`src/ats_pkg.sv`:
```
// Shared types and constants for the adaptive threshold step counter.
`default_nettype none

package ats_pkg;

    localparam int unsigned WLEN_WIDTH     = 6;
    localparam int unsigned CALW_WIDTH     = 4;
    localparam int unsigned CFG_IDX_WIDTH  = 1;
    localparam int unsigned CFG_DATA_WIDTH = 6;

    localparam logic [WLEN_WIDTH-1:0] WLEN_RESET = 6'd20;
    localparam logic [CALW_WIDTH-1:0] CALW_RESET = 4'd5;

    typedef enum logic [CFG_IDX_WIDTH-1:0] {
        CFG_WINDOW_LENGTH       = 1'b0,
        CFG_CALIBRATION_WINDOWS = 1'b1
    } t_cfg_reg;

endpackage

`default_nettype wire

```
`src/ats_if.sv`:
```
// Handshake channel interfaces: sample input, result output and register writes.
`default_nettype none

interface ats_sample_if #(
    parameter int unsigned SAMPLE_WIDTH = 13
);
    logic                           valid;
    logic                           ready;
    logic signed [SAMPLE_WIDTH-1:0] z_sample;

    modport source (output valid, output z_sample, input ready);
    modport sink   (input valid, input z_sample, output ready);
endinterface

interface ats_result_if #(
    parameter int unsigned SAMPLE_WIDTH = 13,
    parameter int unsigned COUNT_WIDTH  = 24
);
    logic                           valid;
    logic                           ready;
    logic        [COUNT_WIDTH-1:0]  step_count;
    logic                           step_detected;
    logic signed [SAMPLE_WIDTH-1:0] current_threshold;
    logic                           calibrating;

    modport source (output valid, output step_count, output step_detected,
                    output current_threshold, output calibrating, input ready);
    modport sink   (input valid, input step_count, input step_detected,
                    input current_threshold, input calibrating, output ready);
endinterface

interface ats_cfg_if
    import ats_pkg::*;
();
    logic                      valid;
    logic                      ready;
    logic [CFG_IDX_WIDTH-1:0]  index;
    logic [CFG_DATA_WIDTH-1:0] data;

    modport source (output valid, output index, output data, input ready);
    modport sink   (input valid, input index, input data, output ready);
endinterface

`default_nettype wire

```
`src/adaptive_threshold_step_counter.sv`:
```
// Top level of the adaptive threshold step counter (pedometer peak detection).
//
// Usage notes:
//  - i_sample carries one signed vertical acceleration sample per request.
//  - o_result returns exactly one result per sample: the saturating step count,
//    a step flag, the threshold now in force and a calibrating flag.
//  - i_cfg writes register 0 (window length, 0 acts as 1) and register 1
//    (calibration windows). Always ready; write only while the block is idle.
//  - The sample is evaluated against the stored state in the cycle it is
//    accepted and the result register loads on that edge.
//  - Throughput: one sample per cycle, set by the single result register;
//    a new request is taken whenever that register is empty or being drained.
//  - Receiver stall: the result holds in its register, i_sample.ready drops
//    and the running state holds until the result is taken.
//  - Reset (synchronous, active low): threshold 0, latch clear, count 0,
//    extremes at the full range, window and calibration counters at 0,
//    registers back to window length 20 and 5 calibration windows.
//  - Steps seen during calibration are counted, then the count and latch are
//    cleared on the window end that finishes calibration.
`default_nettype none

module adaptive_threshold_step_counter
    import ats_pkg::*;
#(
    parameter int unsigned SAMPLE_WIDTH = 13,
    parameter int unsigned COUNT_WIDTH  = 24
) (
    input  wire            i_clk,
    input  wire            i_rst_n,
    ats_sample_if.sink     i_sample,
    ats_result_if.source   o_result,
    ats_cfg_if.sink        i_cfg
);

    localparam logic signed [SAMPLE_WIDTH-1:0] SAMPLE_MIN =
        {1'b1, {(SAMPLE_WIDTH-1){1'b0}}};
    localparam logic signed [SAMPLE_WIDTH-1:0] SAMPLE_MAX =
        {1'b0, {(SAMPLE_WIDTH-1){1'b1}}};

    // configuration registers
    logic [WLEN_WIDTH-1:0] r_wlen;
    logic [CALW_WIDTH-1:0] r_calw;

    // running state
    logic [WLEN_WIDTH-1:0]          r_pos,   n_pos;
    logic signed [SAMPLE_WIDTH-1:0] r_max,   n_max;
    logic signed [SAMPLE_WIDTH-1:0] r_min,   n_min;
    logic signed [SAMPLE_WIDTH-1:0] r_thr,   n_thr;
    logic                           r_latch, n_latch;
    logic [COUNT_WIDTH-1:0]         r_cnt,   n_cnt;
    logic [CALW_WIDTH-1:0]          r_done,  n_done;

    // result register
    logic                           r_out_valid;
    logic                           r_det,   n_det;
    logic                           r_cal,   n_cal;

    logic                           accept;
    logic signed [SAMPLE_WIDTH-1:0] z;
    logic                           rise, fall;
    logic signed [SAMPLE_WIDTH-1:0] max_a, min_a;
    logic signed [SAMPLE_WIDTH:0]   ext_sum;
    logic [WLEN_WIDTH-1:0]          len;
    logic [WLEN_WIDTH:0]            pos_inc;
    logic                           win_end;
    logic                           done_adv;
    logic [CALW_WIDTH-1:0]          done_inc;

    assign i_cfg.ready    = 1'b1;
    assign i_sample.ready = !r_out_valid || o_result.ready;
    assign accept         = i_sample.valid && i_sample.ready;
    assign z              = i_sample.z_sample;

    always_comb begin
        // step test against the threshold held before this sample
        rise = (z > r_thr) && !r_latch;
        fall = (z < r_thr) && r_latch;

        n_latch = r_latch;
        n_cnt   = r_cnt;
        if (rise) begin
            n_latch = 1'b1;
            if (r_cnt != {COUNT_WIDTH{1'b1}}) begin
                n_cnt = r_cnt + 1'b1;
            end
        end else if (fall) begin
            n_latch = 1'b0;
        end

        max_a = (z > r_max) ? z : r_max;
        min_a = (z < r_min) ? z : r_min;

        len     = (r_wlen == '0) ? WLEN_WIDTH'(1) : r_wlen;
        pos_inc = {1'b0, r_pos} + 1'b1;
        win_end = pos_inc >= {1'b0, len};

        // floored midpoint: arithmetic halving of the widened sum
        ext_sum  = {max_a[SAMPLE_WIDTH-1], max_a} + {min_a[SAMPLE_WIDTH-1], min_a};
        done_adv = r_done < r_calw;
        done_inc = r_done + 1'b1;

        n_thr  = r_thr;
        n_max  = max_a;
        n_min  = min_a;
        n_pos  = pos_inc[WLEN_WIDTH-1:0];
        n_done = r_done;
        if (win_end) begin
            n_thr = ext_sum[SAMPLE_WIDTH:1];
            n_max = SAMPLE_MIN;
            n_min = SAMPLE_MAX;
            n_pos = '0;
            if (done_adv) begin
                n_done = done_inc;
                if (done_inc == r_calw) begin
                    // calibration over: drop everything counted so far
                    n_cnt   = '0;
                    n_latch = 1'b0;
                end
            end
        end

        n_det = rise;
        n_cal = n_done < r_calw;
    end

    always_ff @(posedge i_clk) begin
        if (!i_rst_n) begin
            r_wlen <= WLEN_RESET;
            r_calw <= CALW_RESET;
        end else if (i_cfg.valid) begin
            case (t_cfg_reg'(i_cfg.index))
                CFG_WINDOW_LENGTH:       r_wlen <= i_cfg.data[WLEN_WIDTH-1:0];
                CFG_CALIBRATION_WINDOWS: r_calw <= i_cfg.data[CALW_WIDTH-1:0];
                default: begin
                end
            endcase
        end
    end

    always_ff @(posedge i_clk) begin
        if (!i_rst_n) begin
            r_pos   <= '0;
            r_max   <= SAMPLE_MIN;
            r_min   <= SAMPLE_MAX;
            r_thr   <= '0;
            r_latch <= 1'b0;
            r_cnt   <= '0;
            r_done  <= '0;
        end else if (accept) begin
            r_pos   <= n_pos;
            r_max   <= n_max;
            r_min   <= n_min;
            r_thr   <= n_thr;
            r_latch <= n_latch;
            r_cnt   <= n_cnt;
            r_done  <= n_done;
        end
    end

    always_ff @(posedge i_clk) begin
        if (!i_rst_n) begin
            r_out_valid <= 1'b0;
        end else if (accept) begin
            r_out_valid <= 1'b1;
        end else if (o_result.ready) begin
            r_out_valid <= 1'b0;
        end
    end

    always_ff @(posedge i_clk) begin
        if (accept) begin
            r_det <= n_det;
            r_cal <= n_cal;
        end
    end

    // count and threshold are read straight from the state registers,
    // which only move together with the result register
    assign o_result.valid             = r_out_valid;
    assign o_result.step_count        = r_cnt;
    assign o_result.step_detected     = r_det;
    assign o_result.current_threshold = r_thr;
    assign o_result.calibrating       = r_cal;

endmodule

`default_nettype wire

```
`src/flat_wrapper.sv`:
```
// flat-port wrapper written by rule: the top's interface ports become plain ports
module adaptive_threshold_step_counter_flat import ats_pkg::*;
#(
    parameter int unsigned SAMPLE_WIDTH = 13,
    parameter int unsigned COUNT_WIDTH  = 24
)
  (i_clk, i_rst_n, i_sample_valid, i_sample_z_sample, i_sample_ready, o_result_valid, o_result_step_count, o_result_step_detected, o_result_current_threshold, o_result_calibrating, o_result_ready, i_cfg_valid, i_cfg_index, i_cfg_data, i_cfg_ready);
  ats_sample_if #(.SAMPLE_WIDTH(SAMPLE_WIDTH)) i_sample_i ();
  ats_result_if #(.SAMPLE_WIDTH(SAMPLE_WIDTH), .COUNT_WIDTH(COUNT_WIDTH)) o_result_i ();
  ats_cfg_if i_cfg_i ();
  input  wire i_clk;
  input  wire i_rst_n;
  input wire logic [$bits(i_sample_i.valid)-1:0] i_sample_valid;
  input wire logic [$bits(i_sample_i.z_sample)-1:0] i_sample_z_sample;
  output wire logic [$bits(i_sample_i.ready)-1:0] i_sample_ready;
  output wire logic [$bits(o_result_i.valid)-1:0] o_result_valid;
  output wire logic [$bits(o_result_i.step_count)-1:0] o_result_step_count;
  output wire logic [$bits(o_result_i.step_detected)-1:0] o_result_step_detected;
  output wire logic [$bits(o_result_i.current_threshold)-1:0] o_result_current_threshold;
  output wire logic [$bits(o_result_i.calibrating)-1:0] o_result_calibrating;
  input wire logic [$bits(o_result_i.ready)-1:0] o_result_ready;
  input wire logic [$bits(i_cfg_i.valid)-1:0] i_cfg_valid;
  input wire logic [$bits(i_cfg_i.index)-1:0] i_cfg_index;
  input wire logic [$bits(i_cfg_i.data)-1:0] i_cfg_data;
  output wire logic [$bits(i_cfg_i.ready)-1:0] i_cfg_ready;
  assign i_sample_i.valid = i_sample_valid;
  assign i_sample_i.z_sample = i_sample_z_sample;
  assign i_sample_ready = i_sample_i.ready;
  assign o_result_valid = o_result_i.valid;
  assign o_result_step_count = o_result_i.step_count;
  assign o_result_step_detected = o_result_i.step_detected;
  assign o_result_current_threshold = o_result_i.current_threshold;
  assign o_result_calibrating = o_result_i.calibrating;
  assign o_result_i.ready = o_result_ready;
  assign i_cfg_i.valid = i_cfg_valid;
  assign i_cfg_i.index = i_cfg_index;
  assign i_cfg_i.data = i_cfg_data;
  assign i_cfg_ready = i_cfg_i.ready;
  adaptive_threshold_step_counter #(.SAMPLE_WIDTH(SAMPLE_WIDTH), .COUNT_WIDTH(COUNT_WIDTH)) u_core (.i_clk(i_clk), .i_rst_n(i_rst_n), .i_sample(i_sample_i), .o_result(o_result_i), .i_cfg(i_cfg_i));
endmodule
```
`config.mk`:
```
export PLATFORM = sky130hd
export DESIGN_NAME = adaptive_threshold_step_counter_flat
export DESIGN_NICKNAME = d
export VERILOG_FILES = /design/src/ats_pkg.sv /design/src/ats_if.sv /design/src/adaptive_threshold_step_counter.sv /design/src/flat_wrapper.sv
export SDC_FILE = /design/constraint.sdc
export NUM_CORES = 1
export LEC_CHECK = 0
export BUFFER_PORTS_ARGS = -buffer_cell sky130_fd_sc_hd__buf_2
export CAP_MARGIN = 20
export CORE_ASPECT_RATIO = 0.9
export CORE_UTILIZATION = 45
export CTS_CLUSTER_SIZE = 24
export DETAILED_ROUTE_END_ITERATION = 8
export SLEW_MARGIN = 5
export SYNTH_ARGS = -nofsm -noshare
export SYNTH_HDL_FRONTEND = slang
export SYNTH_SLANG_ARGS = --single-unit
```
`constraint.sdc`:
```
create_clock -name i_clk -period 4.8 [get_ports i_clk]
set_input_delay 0 -clock i_clk [delete_from_list [all_inputs] [get_ports i_clk]]
set_output_delay 0 -clock i_clk [all_outputs]
set_load 0.005 [all_outputs]
```
======== After elaboration in Yosys (flattened, before gate mapping) ========
Index checks and enable logic that the tools add are counted.
cells by class
  add/subtract/negate cells ............... 4
  order comparisons ....................... 7
  equality and inequality tests ........... 2
  multiplexer cells ....................... 20
  bitwise operators ....................... 1
  reduce and logical (&&, ||, !) cells .... 11
operator list
  cell                     number
  $mux W24                 5
  $mux W13                 4
  $gt A13 B13 Y1           2
  $lt A13 B13 Y1           2
  $add A24 B1 Y24 const B  1
  $ne A24 B24 Y1 const B   1
  $add A13 B13 Y14         1
  $mux W6                  2
  $lt A4 B4 Y1             2
  $mux W4                  2
  $add A6 B1 Y7 const B    1
  $ge A7 B6 Y1             1
  $mux W1                  7
  $logic_not A6 Y1         1
  $reduce_and A2 Y1        3
  $add A4 B1 Y4 const B    1
  $eq A4 B4 Y1             1
  $logic_and A1 B1 Y1      3
  $logic_not A1 Y1         2
  $reduce_bool A2 Y1       1
  $logic_or A1 B1 Y1       1
  $not A1 Y1               1
word-level totals
  bits in registers ....................... 87
  bits of input ports ..................... 25
  output and inout bits ................... 42
  logic and storage cells ................. 57

======== Logic depth before layout (Yosys ltp) ========
Gate-level depths: netlist (run 1).
  depth after elaboration ................. 7
  mapped depth ............................ 19
  mapped depth without buffers ............ 18

======== Worst setup path before layout (run 1) ========
OpenSTA, ideal clock, no wires.
  path type ............................... reg-to-reg
  start ................................... register u_core.r_min[4]
  end ..................................... register u_core.r_thr[9] (netlist: u_core.o_result.current_threshold[9])
  library setup time ...................... 0.115 ns
  data arrival time ....................... 3.984 ns
  required time ........................... 4.685 ns
  slack ................................... 0.701 ns
  cell stages (with the launch flop) ...... 20
  buffers on the path ..................... 1
  period minus slack after synthesis ...... 4.099 ns
  cell sequence ........................... dfxtp_1 > inv_1 > ha_1 > a211oi_1 > o21ai_1 > a311o_1 > a21oi_1 > nor2_1 > clkbuf_1 > mux2_2 > ha_1 > a21o_1 > a21oi_1 > o21bai_1 > a2111oi_0 > nor3_1 > a31oi_1 > xor2_1 > o21ai_0 > and2_1
on the way
  word-level cells in the longest chain between the ends .. 3
ends and longest elaborated chain
  item                    RTL line                                text
  from (decl)             adaptive_threshold_step_counter.sv:47   logic signed [SAMPLE_WIDTH-1:0] r_min, n_min;
  from (signal assigned)  adaptive_threshold_step_counter.sv:152  r_min <= n_min;
  $lt A13 B13 Y1          adaptive_threshold_step_counter.sv:91   min_a = (z < r_min) ? z : r_min;
  $mux W13 (*)            adaptive_threshold_step_counter.sv:91
  $add A13 B13 Y14 (*)    adaptive_threshold_step_counter.sv:98   ext_sum = {max_a[SAMPLE_WIDTH-1], max_a} + {min_a[SAMPLE_WIDTH-1], min_a};
  to (signal assigned)    adaptive_threshold_step_counter.sv:153  r_thr <= n_thr;
  to (decl)               adaptive_threshold_step_counter.sv:48   logic signed [SAMPLE_WIDTH-1:0] r_thr, n_thr;
Mark *: on every way between the ends. The rest lies on a longest branch, timed or not.
A chain may end at the register's enable or synchronous reset.

======== Final worst setup path (run 1) ========
  start ................................... register u_core.r_min[12]
  end ..................................... register u_core.r_thr[9] (netlist: u_core.o_result.current_threshold[9])
on the way
  word-level cells in the longest chain between the ends .. 3
ends and longest elaborated chain
  item              RTL line
  $lt A13 B13 Y1    adaptive_threshold_step_counter.sv:91
  $mux W13          adaptive_threshold_step_counter.sv:91
  $add A13 B13 Y14  adaptive_threshold_step_counter.sv:98
No other way between the ends.

==> results of run 1 <==
## cell type report
cell class	count	area (µm²)	share of cell area [%]
well taps	160	200	3.00
repair buffers	87	520	7.81
clock buffers	11	233	3.49
clock inverters	5	57.6	0.864
inverters	54	203	3.04
flip-flops and latches	87	1760	26.4
multi-input cells	526	3690	55.4
## power groups by stage
| stage | registers, mW | clock network [mW] | logic [mW] |
|---|---|---|---|
| after floorplan | 0.785 | 0 | 0.395 |
| after global placement | 0.788 | 0 | 0.530 |
| after detailed placement | 0.789 | 0 | 0.537 |
| after CTS | 0.773 | 0.730 | 0.548 |
| after global routing | 0.776 | 0.756 | 0.621 |
| final | 0.773 | 0.707 | 0.560 |
## sequential cells by signal, summed over array words and instances, names as in the netlist
| signal | flops |
|---|---|
| u_core.r_max | 13 |
| u_core.r_calw | 4 |
| u_core.r_done | 4 |
| u_core.r_latch | 1 |
| u_core.r_wlen | 6 |
| u_core.o_result.current_threshold | 13 |
| u_core.r_min | 13 |
| u_core.r_pos | 6 |
| u_core.o_result.valid | 1 |
| u_core.o_result.step_count | 24 |
| u_core.o_result.calibrating | 1 |
| u_core.o_result.step_detected | 1 |
## cell families (layout without fill, tap and decap cells)
family,after synthesis,count (layout),share of synthesized area [%]
XOR/XNOR,44,44,6.68
AND/OR/NAND/NOR,249,249,21.4
flip-flops,87,87,30.6
adder cells (fa/ha/maj),67,67,14.7
other,1,1,0.0650
multiplexers,15,15,2.91
AO/OA/AOI/OAI,150,150,18.2
buffers and inverters,82,157,5.51
## Yosys cell counts (2+ instances only)
cell type,instances,area [µm²]
a2111oi_0,2,17.5
a21boi_0,15,113
a21o_1,15,113
a21oi_1,24,120
a22oi_1,12,90.1
a31oi_1,6,37.5
and2_1,7,43.8
and3_1,14,87.6
and4_1,5,43.8
buf_2,5,25.0
clkbuf_1,21,78.8
dfxtp_1,85,1700
edfxtp_1,2,60.1
ha_1,66,826
inv_1,54,203
mux2_2,14,158
nand2_1,80,300
nand2b_1,8,50.1
nand3_1,31,155
nand4_1,23,144
nand4b_1,2,17.5
nor2_1,41,154
nor2b_1,25,156
nor3_1,5,25.0
o211a_1,2,20.0
o211ai_1,18,135
o21ai_0,33,165
o21ai_1,2,10.0
o31ai_1,2,15.0
o41ai_1,2,17.5
or3_1,3,18.8
xnor2_1,11,96.3
xor2_1,33,289
## repair_timing
action	4_1_cts	5_1_grt
buffers inserted	0	2
hold buffers	12	0
hold endpoints to repair	12	0
setup endpoints to repair	0	2
resized for setup	0	1
## routing by layer
metal  wire (µm)  track usage (%)  vias up
met1        7750             34.6     2423
met5           0                0        -
met4          68             3.79        0
met3         715             5.86        5
met2        6420             36.4      113
li1            -                -     2592
## worst paths after layout
kind                                                                     endpoint                                              start  cells after the start  slack, ns
worst max register to register  u_core.o_result.current_threshold[9]$_SDFFE_PN0P_                      u_core.r_min[12]$_SDFFE_PN0P_                     18       0.41
worst min register to register  u_core.o_result.current_threshold[7]$_SDFFE_PN0P_  u_core.o_result.current_threshold[7]$_SDFFE_PN0P_                      2       0.49
worst max-delay path            u_core.o_result.current_threshold[9]$_SDFFE_PN0P_                      u_core.r_min[12]$_SDFFE_PN0P_                     18       0.41
worst min-delay path                                 u_core.r_min[3]$_SDFFE_PN1P_                               i_sample_z_sample[3]                      4       0.19
## stage by stage
stage	instance area, µm²	hold slack, ns	utilization (%)
2_1_floorplan	5770	0.121	-
3_3_place_gp	6240	0.240	50.8
3_5_place_dp	6240	0.244	50.8
4_1_cts	6650	0.166	54.2
5_1_grt	6670	0.203	54.3
6_report	6670	0.186	54.3
## critical path, stage by stage, from the launching register on
cell	delay [ns]
dfxtp_1	0.35
inv_1	0.05
ha_1	0.30
and4_1	0.21
nand2_1	0.06
a31oi_1	0.18
a21oi_2	0.10
nor2_1	0.33
mux2_2	0.43
fa_1	0.48
a21o_1	0.20
a21oi_1	0.21
o21bai_1	0.11
a2111oi_0	0.41
nor3_1	0.15
a31oi_1	0.28
xor2_1	0.18
o21ai_0	0.08
and2_1	0.17
==> impl_metrics.xml, run 1 <==
<?xml version="1.0" encoding="UTF-8"?>
<metrics>
  <group name="run_status">
    <metric name="result_of_the_run" unit="">complete, no violations</metric>
  </group>
  <group name="critical_path">
    <metric name="sort_of_element_at_the_end_of_the_critical_path" unit="">flop</metric>
    <metric name="start_kind" unit="">flop</metric>
    <metric name="worst_ep_arrival_time" unit="ns">4.63</metric>
    <metric name="critPathRequiredTime" unit="ns">5.04</metric>
    <metric name="worst-path-max-fanout" unit="">5</metric>
    <metric name="timing_worst_setup_path_type" unit="">flop to flop</metric>
  </group>
  <group name="floorplan">
    <metric name="core" unit="mm²">0.0123</metric>
    <metric name="start_util" unit="%">47.0</metric>
    <metric name="ios" unit="">67</metric>
    <metric name="fp.dieH" unit="µm">109</metric>
    <metric name="die_area" unit="mm²">0.0133</metric>
    <metric name="placementRows" unit="">38</metric>
    <metric name="die_width" unit="µm">121</metric>
  </group>
  <group name="detailed_routing">
    <metric name="routedWlPerCell" unit="µm">16.1</metric>
    <metric name="first_pass_iters" unit="">4</metric>
    <metric name="vias" unit="">5133</metric>
    <metric name="remaining_drc_errors" unit="">0</metric>
    <metric name="antenna_left" unit="">0</metric>
    <metric name="dr.first_iter.drc_count" unit="">381</metric>
    <metric name="vias_per_cell" unit="">5.52</metric>
    <metric name="routed_wirelength" unit="µm">15000</metric>
  </group>
  <group name="clocking">
    <metric name="clock_tree_from_tritoncts" unit="">yes</metric>
    <metric name="clock-root-buffer" unit="">clkbuf_16</metric>
    <metric name="clock_tree.buffer_depth" unit="">2</metric>
    <metric name="clkTransAtPathRegs" unit="ns">0.06</metric>
    <metric name="clock_insertion_delay_worst_skew" unit="ns">0.35</metric>
    <metric name="clock-sinks" unit="">87</metric>
    <metric name="htree_num_levels" unit="">3</metric>
    <metric name="inserted_clock_buffers" unit="">9</metric>
  </group>
  <group name="global_routing">
    <metric name="global_route.overflow_total" unit="">0</metric>
    <metric name="grtUsageTotal" unit="%">24.0</metric>
    <metric name="maximum_number_of_pins_on_one_net_before_global_route_repair" unit="">53</metric>
    <metric name="antenna_violations_before_repair" unit="">0</metric>
    <metric name="global_route_wire_length_before_repair" unit="µm">24700</metric>
    <metric name="grt_pass1_vias" unit="">4900</metric>
  </group>
  <group name="placed_design">
    <metric name="dp_hpwl" unit="µm">11100</metric>
    <metric name="buffer_ports.inserted" unit="">65</metric>
    <metric name="routabilityCongestion" unit="">0.919</metric>
    <metric name="dpl_worst_slack" unit="ns">0.349</metric>
    <metric name="post-place-cells" unit="">900</metric>
  </group>
  <group name="timing">
    <metric name="setup_total_negative_slack" unit="ns">0</metric>
    <metric name="final.min_clock_period" unit="ns">4.39</metric>
    <metric name="tightest_slew" unit="ns">1.02</metric>
    <metric name="period_share" unit="%">91.5</metric>
    <metric name="worst_slew_margin_rel" unit="%">31.1</metric>
    <metric name="setup_violations" unit="">0</metric>
    <metric name="skew" unit="ns">0.00537</metric>
    <metric name="final-max-slew-violation-count" unit="">0</metric>
    <metric name="max_freq" unit="MHz">228</metric>
    <metric name="setup_ws" unit="ns">0.410</metric>
    <metric name="final_hold_violation_count" unit="">0</metric>
  </group>
  <group name="yosys">
    <metric name="syn_area_cell" unit="µm²">8.30</metric>
    <metric name="synth.yosys.seq_area_share" unit="%">30.6</metric>
    <metric name="yosysUniqueCellTypes" unit="">60</metric>
    <metric name="syn_nets" unit="">787</metric>
    <metric name="register_bit_total_from_synthesis" unit="">87</metric>
    <metric name="yosys_warnings" unit="">0</metric>
    <metric name="synthArstFlopShare" unit="%">0</metric>
    <metric name="synth_top_flop_cell" unit="">dfxtp_1</metric>
    <metric name="synthesis.instances" unit="">695</metric>
    <metric name="number_of_enable_flip_flop_cells_after_synthesis" unit="">2</metric>
    <metric name="synthesis.area" unit="mm²">0.00577</metric>
  </group>
  <group name="power_and_ir_drop">
    <metric name="internal_power" unit="mW">1.39</metric>
    <metric name="combinationalPowerShare" unit="%">27.4</metric>
    <metric name="switching_share" unit="%">31.9</metric>
    <metric name="share_seq_of_total_power" unit="%">37.9</metric>
    <metric name="vdd_ir_drop_max" unit="µV">256</metric>
    <metric name="post-layout-total-power" unit="mW">2.04</metric>
    <metric name="pwr-share-clk" unit="%">34.6</metric>
    <metric name="cellLeakagePower" unit="nW">3.00</metric>
    <metric name="p_sw" unit="µW">650</metric>
    <metric name="power.density_cell_area" unit="mW/mm²">306</metric>
  </group>
  <group name="final_layout">
    <metric name="num-nets-final" unit="">857</metric>
    <metric name="growth_of_design_area_from_synthesis_to_finish" unit="%">15.6</metric>
    <metric name="diodes" unit="">0</metric>
    <metric name="fill_cells" unit="">1156</metric>
    <metric name="commonest_cells_after_routing_fill_and_taps_aside" unit="">dfxtp_1, nand2_1, ha_1</metric>
    <metric name="post_route_cells_drive_above_1_share" unit="%">14.3</metric>
    <metric name="stdcell_count" unit="">930</metric>
    <metric name="final_common_cell" unit="">dfxtp_1</metric>
  </group>
  <group name="worst_hold_path">
    <metric name="min-delay-path-class" unit="">input port to flop</metric>
  </group>
  <group name="run">
    <metric name="maxCapViolations" unit="">0</metric>
  </group>
</metrics>
Note: power is estimated with default switching activity, not from simulation.
==> run 2, diff against run 1 <==
Settings changed: CTS_BUF_LIST from default to sky130_fd_sc_hd__clkbuf_8, SLEW_MARGIN 5 to default.
==> run 2 against run 1 <==
Against the previous run:
- clock-buffer cell count down 2
- sequential power about the same
- final area shrank 1.4%
- register-to-register slack got worse by 0.03 ns
- sequential share of layout area grew 0.39 points
- sequential cell count did not move
==> impl_metrics.xml, run 2 (synthesis gave the netlist of run 1 again) <==
<?xml version="1.0" encoding="UTF-8"?>
<metrics>
  <group name="power_and_ir_drop">
    <metric name="power.density_cell_area" unit="mW/mm²">282</metric>
    <metric name="vdd_ir_drop_max" unit="µV">222</metric>
    <metric name="cellLeakagePower" unit="nW">2.97</metric>
  </group>
  <group name="final_layout">
    <metric name="commonest_cells_after_routing_fill_and_taps_aside" unit="">dfxtp_1, nand2_1, ha_1</metric>
    <metric name="diodes" unit="">0</metric>
    <metric name="finished_core_util" unit="%">53.5</metric>
    <metric name="largest_register_ffs" unit="">24</metric>
    <metric name="final_common_cell" unit="">dfxtp_1</metric>
    <metric name="post_route_cells_drive_above_1_share" unit="%">14.4</metric>
    <metric name="stdcell_count" unit="">930</metric>
    <metric name="num-nets-final" unit="">857</metric>
    <metric name="growth_of_design_area_from_synthesis_to_finish" unit="%">13.9</metric>
  </group>
  <group name="clocking">
    <metric name="clock_tree.buffer_depth" unit="">2</metric>
    <metric name="clock-sinks" unit="">87</metric>
    <metric name="clock_insertion_delay_worst_skew" unit="ns">0.38</metric>
    <metric name="clkTransAtPathRegs" unit="ns">0.09</metric>
    <metric name="inserted_clock_buffers" unit="">9</metric>
    <metric name="htree_num_levels" unit="">3</metric>
    <metric name="clock-root-buffer" unit="">clkbuf_8</metric>
    <metric name="clock_tree_from_tritoncts" unit="">yes</metric>
  </group>
  <group name="placed_design">
    <metric name="buffer_ports.inserted" unit="">65</metric>
    <metric name="dpl_worst_slack" unit="ns">0.349</metric>
    <metric name="routabilityCongestion" unit="">0.919</metric>
    <metric name="post-place-cells" unit="">900</metric>
    <metric name="dp_hpwl" unit="µm">11100</metric>
  </group>
  <group name="timing">
    <metric name="skew" unit="ns">0.0112</metric>
    <metric name="tightest_slew" unit="ns">1.01</metric>
    <metric name="setup_total_negative_slack" unit="ns">0</metric>
    <metric name="max_freq" unit="MHz">226</metric>
    <metric name="final.min_clock_period" unit="ns">4.42</metric>
    <metric name="worst_slew_margin_rel" unit="%">32.0</metric>
    <metric name="final-max-slew-violation-count" unit="">0</metric>
    <metric name="rsz0062_at_grt" unit="">no</metric>
    <metric name="final_hold_violation_count" unit="">0</metric>
    <metric name="period_share" unit="%">92.1</metric>
    <metric name="setup_violations" unit="">0</metric>
    <metric name="setup_ws" unit="ns">0.380</metric>
    <metric name="fin_hold_ws" unit="ns">0.157</metric>
  </group>
  <group name="critical_path">
    <metric name="critPathRequiredTime" unit="ns">5.07</metric>
    <metric name="timing_worst_setup_path_type" unit="">flop to flop</metric>
    <metric name="crit_top_cell" unit="">a31oi_1</metric>
    <metric name="crit_family" unit="">compound AO/OA/AOI/OAI gates</metric>
    <metric name="worst-path-max-fanout" unit="">5</metric>
    <metric name="crit_buf_inv" unit="">1</metric>
    <metric name="worst_ep_arrival_time" unit="ns">4.69</metric>
    <metric name="sort_of_element_at_the_end_of_the_critical_path" unit="">flop</metric>
    <metric name="crit_path_top_delay_cell" unit="">fa_1</metric>
    <metric name="critical_path.cell_chain" unit="">inv_1 &gt; ha_1 &gt; and4_1 &gt; nand2_1 &gt; a31oi_1 &gt; a21oi_2 &gt; nor2_1 &gt; mux2_2 &gt; fa_1 &gt; a21o_1 &gt; a21oi_1 &gt; o21bai_1 &gt; a2111oi_0 &gt; nor3_1 &gt; a31oi_1 &gt; xor2_1 &gt; o21ai_0 &gt; and2_1</metric>
    <metric name="start_kind" unit="">flop</metric>
    <metric name="cp_slowest_stage_delay" unit="ns">0.48</metric>
  </group>
  <group name="global_routing">
    <metric name="global_route_wire_length_before_repair" unit="µm">24600</metric>
    <metric name="grtUsageTotal" unit="%">23.9</metric>
    <metric name="antenna_violations_before_repair" unit="">0</metric>
    <metric name="grt_pass1_vias" unit="">4897</metric>
    <metric name="global_route.overflow_total" unit="">0</metric>
    <metric name="maximum_number_of_pins_on_one_net_before_global_route_repair" unit="">53</metric>
  </group>
  <group name="detailed_routing">
    <metric name="vias_per_cell" unit="">5.55</metric>
    <metric name="remaining_drc_errors" unit="">0</metric>
    <metric name="routed_wirelength" unit="µm">14900</metric>
    <metric name="vias" unit="">5164</metric>
    <metric name="antenna_left" unit="">0</metric>
    <metric name="dr.first_iter.drc_count" unit="">374</metric>
    <metric name="routedWlPerCell" unit="µm">16.1</metric>
    <metric name="first_pass_iters" unit="">5</metric>
  </group>
  <group name="floorplan">
    <metric name="ios" unit="">67</metric>
    <metric name="die_area" unit="mm²">0.0133</metric>
    <metric name="core" unit="mm²">0.0123</metric>
    <metric name="fp.dieH" unit="µm">109</metric>
    <metric name="placementRows" unit="">38</metric>
    <metric name="start_util" unit="%">47.0</metric>
    <metric name="die_width" unit="µm">121</metric>
  </group>
  <group name="run">
    <metric name="maxCapViolations" unit="">0</metric>
  </group>
  <group name="worst_hold_path">
    <metric name="min-delay-path-class" unit="">input port to flop</metric>
  </group>
  <group name="run_status">
    <metric name="result_of_the_run" unit="">complete, no violations</metric>
  </group>
</metrics>
-- run 2: final cells by class --
cell class / instances / area, µm²
Clock buffer: 9 / 124
Clock inverter: 7 / 65.1
Fill cell: 1157 / 5700
Inverter: 54 / 203
Multi-Input combinational cell: 526 / 3690
Sequential cell: 87 / 1760
Tap cell: 160 / 200
Timing Repair Buffer: 87 / 520
-- run 2: path summary, 6_finish.rpt --
check                                                                        from                                           endpoint  slack (ns)  cells past startpoint
worst max-delay path                                u_core.r_min[12]$_SDFFE_PN0P_  u_core.o_result.current_threshold[9]$_SDFFE_PN0P_        0.38                     18
worst min-delay path                                         i_sample_z_sample[2]                       u_core.r_min[2]$_SDFFE_PN1P_        0.16                      4
worst max register to register                      u_core.r_min[12]$_SDFFE_PN0P_  u_core.o_result.current_threshold[9]$_SDFFE_PN0P_        0.38                     18
worst min register to register  u_core.o_result.current_threshold[7]$_SDFFE_PN0P_  u_core.o_result.current_threshold[7]$_SDFFE_PN0P_        0.49                      2
-- run 2: worst reg2reg max path: cells and delay by family (launching register included) --
family,cells,cell delay [ns]
and+or+nand+nor,5,0.92
muxes,1,0.43
buffers and inverters,1,0.05
xor gates and xnor gates,1,0.18
adders and majority gates,2,0.78
DFF,1,0.36
AOI/OAI and AO/OA,8,1.58
-- run 2: stage by stage --
stage / total power [mW] / area, µm²
after CTS: 1.86 / 6550
after detailed placement: 1.33 / 6240
after global routing: 1.96 / 6570
after global placement: 1.32 / 6240
after floorplan: 1.18 / 5770
final: 1.85 / 6570
-- run 2: timing repair --
item | CTS | global route
gates resized for setup | 0 | 2
hold buffers | 12 | 0
setup endpoints to repair | 0 | 2
endpoints found under the hold margin | 12 | 0
setup buffers | 0 | 2
-- run 2: layer usage --
layer / wire (µm) / GRT usage [%]
met1: 7660 / 34.7
met2: 6380 / 35.9
met5: 0 / 0
met3: 753 / 4.93
met4: 138 / 5.64
-- run 2: power by group --
group | leakage, nW | internal, mW | switching (mW) | total [mW]
clock network | 0.102 | 0.237 | 0.282 | 0.520
logic | 2.15 | 0.231 | 0.330 | 0.560
registers | 0.709 | 0.754 | 0.0183 | 0.772
==> run 3, diff against run 2 <==
Settings changed: PLACE_DENSITY from default to 0.67.
Clock period 4.8 ns to 3.5 ns, I/O delays scaled along.
==> run 3 against run 2 <==
Against the previous run:
- the run now ends with setup timing left
- register-to-register slack lost 0.72 ns
- final area rose by 17%
- combinational power up 98%
- sequential share of layout area decreased by 3.6 points
- critical path type unchanged
- largest cell class unchanged
==> impl_metrics.xml, run 3 (synthesis gave the netlist of run 1 again) <==
<?xml version="1.0" encoding="UTF-8"?>
<metrics>
  <group name="placed_design">
    <metric name="placed_cell_area" unit="mm²">0.00676</metric>
    <metric name="buffer_ports.inserted" unit="">65</metric>
    <metric name="dp_hpwl" unit="µm">11000</metric>
    <metric name="dpl_worst_slack" unit="ns">-0.588</metric>
    <metric name="routabilityCongestion" unit="">0.899</metric>
  </group>
  <group name="power_and_ir_drop">
    <metric name="cellLeakagePower" unit="nW">3.39</metric>
    <metric name="switching_share" unit="%">32.8</metric>
    <metric name="p_sw" unit="µW">977</metric>
    <metric name="vdd_ir_drop_max" unit="µV">251</metric>
    <metric name="pwr-share-clk" unit="%">27.1</metric>
    <metric name="post-layout-total-power" unit="mW">2.98</metric>
    <metric name="combinationalPowerShare" unit="%">37.2</metric>
    <metric name="internal_power" unit="mW">2.00</metric>
    <metric name="power.density_cell_area" unit="mW/mm²">388</metric>
    <metric name="share_seq_of_total_power" unit="%">35.7</metric>
  </group>
  <group name="final_layout">
    <metric name="num-nets-final" unit="">930</metric>
    <metric name="stdcell_area" unit="mm²">0.00768</metric>
    <metric name="fill_cells" unit="">1042</metric>
    <metric name="commonest_cells_after_routing_fill_and_taps_aside" unit="">nand2_1, buf_4, dfxtp_1</metric>
    <metric name="diodes" unit="">0</metric>
    <metric name="post_route_cells_drive_above_1_share" unit="%">31.6</metric>
    <metric name="growth_of_design_area_from_synthesis_to_finish" unit="%">33.3</metric>
    <metric name="largest_register_ffs" unit="">24</metric>
  </group>
  <group name="timing">
    <metric name="max_freq" unit="MHz">260</metric>
    <metric name="final_hold_violation_count" unit="">0</metric>
    <metric name="worst_slew_margin_rel" unit="%">32.0</metric>
    <metric name="final-max-slew-violation-count" unit="">0</metric>
    <metric name="final.min_clock_period" unit="ns">3.84</metric>
    <metric name="setup_ws" unit="ns">-0.341</metric>
    <metric name="skew" unit="ns">0.0113</metric>
    <metric name="tightest_slew" unit="ns">1.01</metric>
    <metric name="period_share" unit="%">110</metric>
    <metric name="rsz0062_at_grt" unit="">yes</metric>
    <metric name="setup_violations" unit="">4</metric>
  </group>
  <group name="global_routing">
    <metric name="antenna_violations_before_repair" unit="">0</metric>
    <metric name="maximum_number_of_pins_on_one_net_before_global_route_repair" unit="">53</metric>
    <metric name="grt_pass1_vias" unit="">5369</metric>
    <metric name="global_route.overflow_total" unit="">0</metric>
    <metric name="grtUsageTotal" unit="%">24.4</metric>
    <metric name="global_route_wire_length_before_repair" unit="µm">25400</metric>
  </group>
  <group name="detailed_routing">
    <metric name="vias_per_cell" unit="">5.50</metric>
    <metric name="vias" unit="">5518</metric>
    <metric name="dr.first_iter.drc_count" unit="">361</metric>
    <metric name="routed_wirelength" unit="µm">15800</metric>
    <metric name="first_pass_iters" unit="">5</metric>
    <metric name="remaining_drc_errors" unit="">0</metric>
    <metric name="antenna_left" unit="">0</metric>
    <metric name="routedWlPerCell" unit="µm">15.7</metric>
  </group>
  <group name="floorplan">
    <metric name="die_area" unit="mm²">0.0133</metric>
    <metric name="core" unit="mm²">0.0123</metric>
    <metric name="fp.dieH" unit="µm">109</metric>
    <metric name="die_width" unit="µm">121</metric>
    <metric name="placementRows" unit="">38</metric>
    <metric name="ios" unit="">67</metric>
    <metric name="start_util" unit="%">47.0</metric>
  </group>
  <group name="critical_path">
    <metric name="critPathRequiredTime" unit="ns">3.78</metric>
    <metric name="start_kind" unit="">flop</metric>
    <metric name="timing_worst_setup_path_type" unit="">flop to flop</metric>
    <metric name="worst_ep_arrival_time" unit="ns">4.12</metric>
    <metric name="sort_of_element_at_the_end_of_the_critical_path" unit="">flop</metric>
    <metric name="worst-path-max-fanout" unit="">3</metric>
  </group>
  <group name="worst_hold_path">
    <metric name="min-delay-path-class" unit="">input port to flop</metric>
  </group>
  <group name="clocking">
    <metric name="clock-sinks" unit="">87</metric>
    <metric name="inserted_clock_buffers" unit="">9</metric>
    <metric name="clock_insertion_delay_worst_skew" unit="ns">0.38</metric>
    <metric name="htree_num_levels" unit="">3</metric>
    <metric name="clock_tree.buffer_depth" unit="">2</metric>
    <metric name="clkTransAtPathRegs" unit="ns">0.09</metric>
    <metric name="clock-root-buffer" unit="">clkbuf_8</metric>
    <metric name="clock_tree_from_tritoncts" unit="">yes</metric>
  </group>
  <group name="run">
    <metric name="maxCapViolations" unit="">0</metric>
  </group>
  <group name="run_status">
    <metric name="result_of_the_run" unit="">finished, violations left</metric>
    <metric name="failed_checks" unit="">setup timing</metric>
  </group>
</metrics>
==> run 3: path summary, 6_finish.rpt <==
path	from	endpoint	slack [ns]	depth (start not counted)
setup / recovery	u_core.r_min[2]$_SDFFE_PN1P_	u_core.o_result.current_threshold[9]$_SDFFE_PN0P_	-0.34	18
hold / removal	i_sample_z_sample[0]	u_core.r_min[0]$_SDFFE_PN1P_	0.07	4
setup reg to reg	u_core.r_min[2]$_SDFFE_PN1P_	u_core.o_result.current_threshold[9]$_SDFFE_PN0P_	-0.34	18
hold reg to reg	u_core.o_result.current_threshold[10]$_SDFFE_PN0P_	u_core.o_result.current_threshold[10]$_SDFFE_PN0P_	0.47	2
==> run 3: cell type report <==
cell class,count,area (µm²),share of cell area (%)
clock buffers,10,138,1.79
well taps,160,200,2.61
clock inverters,6,85.1,1.11
flip-flops and latches,87,1780,23.2
multi-input cells,526,4180,54.3
inverters,54,203,2.64
repair buffers,160,1100,14.3
==> run 3: repair_timing <==
action                                  4_1_cts  5_1_grt
buffers inserted                             13        7
hold buffers                                 13        0
hold endpoints to repair                     12        0
endpoints found under the setup margin        7       10
gates resized for setup                      70       44
pin swaps                                    33       22
==> run 3: stage by stage <==
stage	instances	hold WS [ns]	utilization, %	setup TNS [ns]
2_1_floorplan	695	0.121	-	-0.479
3_3_place_gp	961	0.234	55.1	-1.58
3_5_place_dp	961	0.234	55.1	-2.19
4_1_cts	1003	0.0637	61.2	-1.01
5_1_grt	1003	0.0938	62.6	-1.98
6_report	1003	0.0735	62.6	-0.936
==> run 3: per-layer routing <==
metal  up-vias  GRT usage (%)  wire, µm  part of all wire (%)
li1       2743              -         -                     -
met1      2588           31.9      7390                    47
met2       154           40.3      7200                    46
met3        33           4.56       755                   4.8
met4         0           8.38       410                   2.6
met5         -              0         0                     0
==> run 3: worst max-delay path: stages (launching register included) <==
cell	delay [ns]
dfxtp_2	0.36
inv_2	0.06
ha_4	0.21
o21ai_1	0.11
nand2b_1	0.07
a311o_1	0.36
a21oi_2	0.21
nor2_2	0.08
mux2_4	0.33
fa_2	0.41
a21o_1	0.18
a21oi_2	0.16
o21bai_2	0.10
a2111oi_4	0.32
nor3_2	0.10
a31oi_2	0.25
xor2_1	0.17
o21ai_1	0.08
and2_1	0.15
==> run 3: power by group through the flow <==
stage          Clock [mW]  Sequential, mW  Combinational [mW]
2_1_floorplan           0            1.08               0.569
3_3_place_gp            0            1.08               0.861
3_5_place_dp            0            1.08               0.879
4_1_cts             0.825            1.06                1.00
5_1_grt             0.868            1.07                1.21
6_report            0.808            1.06                1.11
